--- src/hw/rtl/assert_macros.svh ---
// Assertion macros used by the RTL of the keyed list engine.
// Holds macros only; no dependencies.
`ifndef ASSERT_MACROS_SVH
`define ASSERT_MACROS_SVH

// Same-cycle implication, checked out of reset.
`define KSL_ASSERT(label, clk, rst_n, ante, cons, msg) \
    label: assert property (@(posedge clk) disable iff (!(rst_n)) (ante) |-> (cons)) \
        else $error(msg);

// Next-cycle implication, checked out of reset.
`define KSL_ASSERT_NEXT(label, clk, rst_n, ante, cons, msg) \
    label: assert property (@(posedge clk) disable iff (!(rst_n)) (ante) |=> (cons)) \
        else $error(msg);

`endif

--- src/hw/rtl/ksl_pkg.sv ---
// Package for the keyed list engine: operation and status codes, key type.
// No dependencies.
package ksl_pkg;

    typedef logic signed [31:0] t_key;

    typedef enum logic [2:0] {
        KIND_APPEND       = 3'd0,
        KIND_FRONT        = 3'd1,
        KIND_SORTED       = 3'd2,
        KIND_REMOVE_LAST  = 3'd3,
        KIND_REMOVE_FIRST = 3'd4,
        KIND_REMOVE_KEY   = 3'd5,
        KIND_READ         = 3'd6,
        KIND_FIND_KEY     = 3'd7
    } t_kind;

    typedef enum logic [2:0] {
        ST_OK     = 3'd0,
        ST_FULL   = 3'd1,
        ST_EMPTY  = 3'd2,
        ST_NOKEY  = 3'd3,
        ST_BADPOS = 3'd4
    } t_status;

endpackage

--- src/hw/rtl/ksl_cell.sv ---
// One storage cell of the circulating entry chain: key plus payload.
// Depends on ksl_pkg.
module ksl_cell #(
    parameter int PAYLOAD_WIDTH = 32
) (
    input  logic                     i_clk,
    input  logic                     i_shift,
    input  ksl_pkg::t_key            i_key,
    input  logic [PAYLOAD_WIDTH-1:0] i_payload,
    output ksl_pkg::t_key            o_key,
    output logic [PAYLOAD_WIDTH-1:0] o_payload
);
    import ksl_pkg::*;

    t_key                     r_key;
    logic [PAYLOAD_WIDTH-1:0] r_payload;

    // take the input entry on every shift cycle
    always_ff @(posedge i_clk) begin
        if (i_shift) begin
            r_key     <= i_key;
            r_payload <= i_payload;
        end
    end

    assign o_key     = r_key;
    assign o_payload = r_payload;

endmodule

--- src/hw/rtl/keyed_sequential_list_engine_unit.sv ---
// Keyed list engine top level: control sequencer and the ring of entry cells.
// Depends on ksl_pkg, ksl_cell and assert_macros.svh.
//
// Fixed-capacity packed list of (signed key, payload) records. Entries live
// in a ring of CAPACITY ksl_cell instances that all shift by one place per
// cycle while a ring pass is running. A full pass of CAPACITY shifts
// streams every slot past the tail in list order (slot 0 first) and back
// into the head, so the list comes back in place. The sequencer edits the
// stream on the fly: an insert pushes the new record and then runs one
// slot late through a carry register, a remove skips one slot by taking
// the tail's neighbor instead of the tail, and key search, sorted-insert
// search and read by position compare the tail against the operand.
// Sequence: append, insert, remove first, remove by key, read by position
// and find go through accept, a full ring pass and a finish state, and no
// new transaction is accepted until the finish state is left; the pass
// length is set by the ring. Remove last, and every transaction rejected
// at accept (full, empty, bad position), skips the pass and goes straight to finish.
// One transaction is worked on at a time; in_ready is high only when idle.
// The result sits in an output register, so a new transaction can be
// accepted while the previous result still waits to be taken; the finish
// cycle repeats for as long as that earlier result is still held there.
// Stored payloads are PAYLOAD_WIDTH bits; the result payload is
// zero-extended.
module keyed_sequential_list_engine_unit #(
    parameter int CAPACITY      = 64,
    parameter int PAYLOAD_WIDTH = 32
) (
    input  logic                  i_clk,
    input  logic                  i_rst_n,
    // request channel
    input  logic                  i_in_valid,
    output logic                  o_in_ready,
    input  logic [2:0]            i_kind,
    input  ksl_pkg::t_key         i_record_key,
    input  logic [31:0]           i_record_payload,
    input  logic [6:0]            i_position,
    // result channel
    output logic                  o_out_valid,
    input  logic                  i_out_ready,
    output logic [2:0]            o_status,
    output ksl_pkg::t_key         o_found_key,
    output logic [31:0]           o_found_payload,
    output logic [6:0]            o_entry_count,
    output logic                  o_is_full,
    output logic                  o_is_empty
);
    import ksl_pkg::*;

`include "assert_macros.svh"

    localparam int CW = $clog2(CAPACITY + 1);               // count width
    localparam int IW = (CAPACITY > 1) ? $clog2(CAPACITY) : 1; // pass index
    localparam int XW = (CW > 7) ? CW + 1 : 8;              // position compare
    localparam int PW = PAYLOAD_WIDTH;
    localparam logic [CW-1:0] CAP_C  = CW'(CAPACITY);
    localparam logic [IW-1:0] LAST_T = IW'(CAPACITY - 1);

    typedef enum logic [1:0] {
        S_IDLE,
        S_SCAN,
        S_FINISH
    } t_state;

    t_state          r_state;
    logic [IW-1:0]   r_t;        // pass cycle = slot index at the tail
    logic [CW-1:0]   r_count;
    logic            r_done;     // edit point already passed
    t_kind           r_kind;
    t_key            r_key;
    logic [PW-1:0]   r_pay;
    logic [6:0]      r_pos;
    t_status         r_status;
    t_key            r_fkey;
    logic [PW-1:0]   r_fpay;
    t_key            r_carry_key;
    logic [PW-1:0]   r_carry_pay;

    logic            r_out_valid;
    t_status         r_out_status;
    t_key            r_out_fkey;
    logic [PW-1:0]   r_out_fpay;
    logic [CW-1:0]   r_out_count;

    // ring of cells
    t_key            w_cell_key [CAPACITY];
    logic [PW-1:0]   w_cell_pay [CAPACITY];
    t_key            w_push_key;
    logic [PW-1:0]   w_push_pay;
    t_key            w_tail_key;
    logic [PW-1:0]   w_tail_pay;
    t_key            w_next_key;
    logic [PW-1:0]   w_next_pay;
    logic            w_shift;

    assign w_shift = (r_state == S_SCAN);

    for (genvar k = 0; k < CAPACITY; k++) begin : g_ring
        if (k == 0) begin : g_head
            ksl_cell #(.PAYLOAD_WIDTH(PW)) u_cell (
                .i_clk     (i_clk),
                .i_shift   (w_shift),
                .i_key     (w_push_key),
                .i_payload (w_push_pay),
                .o_key     (w_cell_key[k]),
                .o_payload (w_cell_pay[k])
            );
        end else begin : g_body
            ksl_cell #(.PAYLOAD_WIDTH(PW)) u_cell (
                .i_clk     (i_clk),
                .i_shift   (w_shift),
                .i_key     (w_cell_key[k-1]),
                .i_payload (w_cell_pay[k-1]),
                .o_key     (w_cell_key[k]),
                .o_payload (w_cell_pay[k])
            );
        end
    end

    assign w_tail_key = w_cell_key[CAPACITY-1];
    assign w_tail_pay = w_cell_pay[CAPACITY-1];

    // tail's neighbor holds the following slot; used to close a gap
    if (CAPACITY > 1) begin : g_look
        assign w_next_key = w_cell_key[CAPACITY-2];
        assign w_next_pay = w_cell_pay[CAPACITY-2];
    end else begin : g_nolook
        assign w_next_key = '0;
        assign w_next_pay = '0;
    end

    // pass decisions
    logic w_in_range;
    logic w_cond;
    logic w_hit;
    logic w_is_insert;
    logic w_is_remove;
    logic w_is_capture;

    assign w_in_range = (CW'(r_t) < r_count);
    assign w_is_insert = (r_kind == KIND_APPEND) || (r_kind == KIND_FRONT)
                      || (r_kind == KIND_SORTED);
    assign w_is_remove = (r_kind == KIND_REMOVE_FIRST) || (r_kind == KIND_REMOVE_KEY);
    assign w_is_capture = (r_kind == KIND_READ) || (r_kind == KIND_FIND_KEY);

    always_comb begin
        unique case (r_kind)
            KIND_APPEND:       w_cond = (CW'(r_t) == r_count);
            KIND_FRONT,
            KIND_REMOVE_FIRST: w_cond = (r_t == '0);
            KIND_SORTED:       w_cond = !w_in_range || !(w_tail_key < r_key);
            KIND_REMOVE_KEY,
            KIND_FIND_KEY:     w_cond = w_in_range && (w_tail_key == r_key);
            KIND_READ:         w_cond = ((XW'(r_t) + XW'(1)) == XW'(r_pos));
            KIND_REMOVE_LAST:  w_cond = 1'b0;
            default:           w_cond = 1'b0;
        endcase
    end

    assign w_hit = !r_done && w_cond;

    always_comb begin
        w_push_key = w_tail_key;
        w_push_pay = w_tail_pay;
        if (w_is_insert) begin
            if (w_hit) begin
                w_push_key = r_key;
                w_push_pay = r_pay;
            end else if (r_done) begin
                w_push_key = r_carry_key;
                w_push_pay = r_carry_pay;
            end
        end else if (w_is_remove && (w_hit || r_done)) begin
            w_push_key = w_next_key;
            w_push_pay = w_next_pay;
        end
    end

    // checks done at accept, before any pass
    t_kind   w_in_kind;
    logic    w_early;
    t_status w_early_status;
    logic    w_in_insert;
    logic    w_in_needs_entry;

    assign w_in_kind = t_kind'(i_kind);
    assign w_in_insert = (w_in_kind == KIND_APPEND) || (w_in_kind == KIND_FRONT)
                      || (w_in_kind == KIND_SORTED);
    assign w_in_needs_entry = (w_in_kind == KIND_REMOVE_LAST)
                           || (w_in_kind == KIND_REMOVE_FIRST)
                           || (w_in_kind == KIND_REMOVE_KEY)
                           || (w_in_kind == KIND_FIND_KEY);

    always_comb begin
        w_early        = 1'b0;
        w_early_status = ST_OK;
        priority if (w_in_insert && (r_count == CAP_C)) begin
            w_early        = 1'b1;
            w_early_status = ST_FULL;
        end else if (w_in_needs_entry && (r_count == '0)) begin
            w_early        = 1'b1;
            w_early_status = ST_EMPTY;
        end else if (w_in_kind == KIND_REMOVE_LAST) begin
            w_early        = 1'b1;
        end else if ((w_in_kind == KIND_READ)
                  && ((i_position == '0) || (XW'(i_position) > XW'(r_count)))) begin
            w_early        = 1'b1;
            w_early_status = ST_BADPOS;
        end else begin
            w_early        = 1'b0;
        end
    end

    logic w_done_end;
    assign w_done_end = r_done || w_hit;

    always_ff @(posedge i_clk) begin
        if (!i_rst_n) begin
            r_state     <= S_IDLE;
            r_count     <= '0;
            r_done      <= 1'b0;
            r_t         <= '0;
            r_out_valid <= 1'b0;
        end else begin
            // the finish state sets valid itself
            if (i_out_ready && (r_state != S_FINISH)) begin
                r_out_valid <= 1'b0;
            end
            unique case (r_state)
                S_IDLE: begin
                    if (i_in_valid) begin
                        r_kind   <= w_in_kind;
                        r_key    <= i_record_key;
                        r_pay    <= PW'(i_record_payload);
                        r_pos    <= i_position;
                        r_fkey   <= '0;
                        r_fpay   <= '0;
                        r_done   <= 1'b0;
                        r_t      <= '0;
                        r_status <= w_early_status;
                        if (w_early) begin
                            if ((w_in_kind == KIND_REMOVE_LAST)
                                    && (w_early_status == ST_OK)) begin
                                r_count <= r_count - CW'(1);
                            end
                            r_state <= S_FINISH;
                        end else begin
                            r_state <= S_SCAN;
                        end
                    end
                end
                S_SCAN: begin
                    r_t         <= r_t + IW'(1);
                    r_carry_key <= w_tail_key;
                    r_carry_pay <= w_tail_pay;
                    if (w_hit) begin
                        r_done <= 1'b1;
                        if (w_is_capture) begin
                            r_fkey <= w_tail_key;
                            r_fpay <= w_tail_pay;
                        end
                    end
                    if (r_t == LAST_T) begin
                        r_state <= S_FINISH;
                        if (w_is_insert) begin
                            r_count <= r_count + CW'(1);
                        end else if (w_is_remove) begin
                            if (w_done_end) begin
                                r_count <= r_count - CW'(1);
                            end else begin
                                r_status <= ST_NOKEY;
                            end
                        end else if ((r_kind == KIND_FIND_KEY) && !w_done_end) begin
                            r_status <= ST_NOKEY;
                        end
                    end
                end
                S_FINISH: begin
                    if (!r_out_valid || i_out_ready) begin
                        r_out_valid  <= 1'b1;
                        r_out_status <= r_status;
                        r_out_fkey   <= r_fkey;
                        r_out_fpay   <= r_fpay;
                        r_out_count  <= r_count;
                        r_state      <= S_IDLE;
                    end
                end
                default: begin
                    r_state <= S_IDLE;
                end
            endcase
        end
    end

    assign o_in_ready      = (r_state == S_IDLE);
    assign o_out_valid     = r_out_valid;
    assign o_status        = r_out_status;
    assign o_found_key     = r_out_fkey;
    assign o_found_payload = 32'(r_out_fpay);
    assign o_entry_count   = 7'(r_out_count);
    assign o_is_full       = (r_out_count == CAP_C);
    assign o_is_empty      = (r_out_count == '0);

    // occupancy never runs past the ring
    `KSL_ASSERT(a_count_bound, i_clk, i_rst_n, 1'b1, r_count <= CAP_C,
        "entry count above capacity")
    // an accepted transaction closes the request side until it finishes
    `KSL_ASSERT_NEXT(a_busy_after_accept, i_clk, i_rst_n, i_in_valid && o_in_ready,
        !o_in_ready, "request accepted while busy")
    // a pass always runs to its last slot before finishing
    `KSL_ASSERT_NEXT(a_pass_length, i_clk, i_rst_n,
        (r_state == S_SCAN) && (r_t != LAST_T), r_state == S_SCAN,
        "ring pass ended early")
    // a result never claims full and empty at once
    `KSL_ASSERT(a_full_empty, i_clk, i_rst_n, o_out_valid, !(o_is_full && o_is_empty),
        "full and empty together")

endmodule

--- config.mk ---
export PLATFORM = sky130hd
export DESIGN_NAME = keyed_sequential_list_engine_unit
export DESIGN_NICKNAME = d
export VERILOG_FILES = /design/src/hw/rtl/ksl_pkg.sv /design/src/hw/rtl/ksl_cell.sv /design/src/hw/rtl/keyed_sequential_list_engine_unit.sv
export VERILOG_INCLUDE_DIRS = /design/src /design/src/hw/rtl
export SDC_FILE = /design/constraint.sdc
export NUM_CORES = 2
export LEC_CHECK = 0
export ABC_AREA = 1
export BUFFER_PORTS_ARGS = -buffer_cell sky130_fd_sc_hd__buf_4
export CORE_ASPECT_RATIO = 2
export CORE_MARGIN = 4
export CORE_UTILIZATION = 60
export DETAILED_ROUTE_END_ITERATION = 8
export MAX_ROUTING_LAYER = met4
export PLACE_DENSITY = 0.76
export SLEW_MARGIN = 10
export SYNTH_ARGS = -nofsm -noshare
export SYNTH_HDL_FRONTEND = slang
export SYNTH_SLANG_ARGS = --single-unit
--- constraint.sdc ---
create_clock -name i_clk -period 253 [get_ports i_clk]
set_input_delay 50.6 -clock i_clk [delete_from_list [all_inputs] [get_ports i_clk]]
set_output_delay 50.6 -clock i_clk [all_outputs]
set_load 0.02 [all_outputs]
==> results.yml <==
run_status:
  outcome: "completed"
floorplanning:
  die_y_um: 684
  dieArea_mm2: 0.237
  start_util_pct: 60.3
  row_count: 248
  core-area_mm2: 0.228
  ios: 156
  die_w_um: 346
synthesis:
  synthFlopType: "edfxtp_1"
  synthCells: 5409
  synth-xor-area-share_pct: 0.0693
  yosysWarnings: 0
  synth_seq_area_share_pct: 96.0
  async_reset_ff_share_pct: 0
  synth_compound_area_share_pct: 1.23
  ys_ff_latch: 4392
  synth-edff-count: 4375
  synth_top_cells_by_area: "edfxtp_1 (96%), nand2_1 (1.1%), o211ai_2 (0.58%)"
  synthAdderAreaFrac_pct: 0.447
  yosys.area_share.simple_pct: 1.61
  synth_top_family_by_area: "simple AND/OR/NAND/NOR gates"
  synth_top_cell_by_area: "edfxtp_1"
  ys_types: 47
  syn_area_mm2: 0.137
  synth.area.mux_share_pct: 0.00729
  synth.top_cell.area_share_pct: 95.7
  avgSynthCellArea_um2: 25.4
  synth_nets: 5536
grt:
  grt-ovfl-total: 0
  grt_pass1_wl_um: 333000
  grt_max_degree: 221
  track_usage_pct: 19.1
  antenna_found_initial: 11
  grt_pass1_vias: 51100
layout:
  nFillCells: 13200
  drive_gt1_share_pct: 13.0
  final_cell_mix: "edfxtp_1 (4375), nand2_1 (402), clkbuf_16 (356)"
  final_common_cell: "edfxtp_1"
  fin_nets: 6021
  syn_to_final_growth_pct: 12.1
  fin_area_mm2: 0.154
placed_design:
  gp_congestion: 0.811
  place.port_buffers: 155
  place_area_mm2: 0.142
  hpwlAfterDp_um: 92200
timing:
  drv_slew: 0
  max_slew.worst_pin.slew_ps: 1260
  rsz0062_at_grt: "false"
  max_freq_mhz: 19.0
  clock_skew_ps: 59.0
  hold_viol_final: 0
  holdWs_ps: 376
  setup-tns-final_ps: 0
  period_needed_ps: 52760
  slew_headroom_pct: 15.9
  fin_crit_sh_pct: 20.9
  setup_viol: 0
route:
  finalWirelength_um: 219000
  vias: 50600
  drc_errors: 0
  wire_per_inst_um: 23.8
  antenna_left: 0
  dr.pass1.iters: 6
  drt_iter0_drc: 6017
  routed_via_density: 5.52
job:
  drv_cap: 0
clocking:
  cts.sinks: 4392
  postCtsSetupRepairBufs: 0
  cts_resized: 0
  cts.clk_slew.worst_paths_ps: 70
  cts_hold_buf: 0
  tritoncts: "built"
  clock_latency_ps: 870
  cts_root_buffer: "clkbuf_16"
  cts_max_path_buffers: 4
  htree_levels: 5
  cts_buffers: 345
setup_path:
  critical_path_arrival_ps: 2160
  crit_type: "reg2out"
  crit_slowest_cell: "or4_1"
  crit_path_start_kind: "flip-flop"
  cp.required_ps: 202400
  cp-end-kind: "output port"
  worst-r2r-setup-slack_ps: 246220
  cpPeakStageDelay_ps: 550
  crit_chain: "or4_1, nor3b_1, buf_4"
  cp_max_fo: 2
pwr:
  irDropWorstVdd_mv: 0.0117
  leakagePower_nw: 50.0
  pwr_density_cell_mw_per_mm2: 12.6
  finalPower_mw: 1.94
hold_path:
  hold_path_class: "reg2reg"
[cell families (layout without fill, tap and decap cells)]
group | Yosys count | in the layout
flops | 4392 | 4392
simple gates | 559 | 559
buf+inv | 203 | 970
compound gates | 195 | 195
fa+ha+maj | 49 | 49
xor+xnor | 10 | 10
mux | 1 | 1
other cells | 0 | 7
[final cells by class]
type                       instances  area, um2  area share (%)
antenna                            7       17.5          0.0114
inverter                         143        538           0.350
clock inverter                   228       2430            1.58
sequential                      4392     132000            85.6
clock buffer                     401       9080            5.90
timing repair buffer             198       1650            1.07
tap                             3000       3750            2.44
multi-input combinational        814       4690            3.05
[worst paths after layout]
| path | endpoint | startpoint | cells past startpoint |
|---|---|---|---|
| setup / recovery | o_is_full | o_entry_count[1]$_DFFE_PP_ | 3 |
| hold / removal | g_ring[49].g_body.u_cell.o_key[0]$_DFFE_PP_ | g_ring[48].g_body.u_cell.o_key[0]$_DFFE_PP_ | 0 |
| setup reg to reg | g_ring[28].g_body.u_cell.o_payload[5]$_DFFE_PP_ | r_state[0]$_SDFFE_PN0P_ | 8 |
| hold reg to reg | g_ring[49].g_body.u_cell.o_key[0]$_DFFE_PP_ | g_ring[48].g_body.u_cell.o_key[0]$_DFFE_PP_ | 0 |
[where the power goes]
part	total, mW	switching [mW]	internal (mW)
registers	1.19	0.0725	1.12
clock network	0.559	0.252	0.307
logic	0.189	0.165	0.0243
[stage by stage]
step	instances	setup WS (ps)	utilization [%]
after global placement	8547	199650	62.5
after CTS	9176	200180	67.5
final	9183	200240	67.6
after detailed placement	8547	199480	62.5
after global routing	9181	200060	67.6
after floorplan	5409	59860	-
[registers in the layout (all words and copies together) (netlist names), 7 cells and up]
name and cells:
o_entry_count 7, g_ring.g_body.u_cell.o_key 2016, g_ring.g_head.u_cell.o_key 32, g_ring.g_body.u_cell.o_payload 2016
r_count 7, r_pos 7, r_key 32, r_fkey 32
o_found_key 32, r_carry_key 32, g_ring.g_head.u_cell.o_payload 32, r_fpay 32
o_found_payload 32, r_carry_pay 32, r_pay 32
[metal layers]
| metal | part of all wire (%) | global-route usage [%] | vias to the layer above |
|---|---|---|---|
| met5 | 0 | - | - |
| met4 | 2.8 | 5.55 | 0 |
| met3 | 6.2 | 3.02 | 462 |
| met2 | 48 | 28.7 | 1918 |
| met1 | 43 | 27.9 | 26000 |
| li1 | - | - | 22200 |
[worst max-delay path, delay by kind of cell, from the launching register on]
| family | cells | cell delay [ps] |
|---|---|---|
| buf+inv | 1 | 170 |
| flops | 1 | 390 |
| simple gates | 2 | 750 |
[Yosys cell counts (13+ instances only)]
master,number
edfxtp_1,4375
nand2_1,402
inv_1,141
nor2_1,104
o211ai_1,64
o211ai_2,64
ha_1,49
a21oi_1,31
clkbuf_1,28
nand3_1,24
buf_6,18
dfxtp_1,17
o21ai_0,13
No activity file was read; power rests on OpenSTA's default activity.
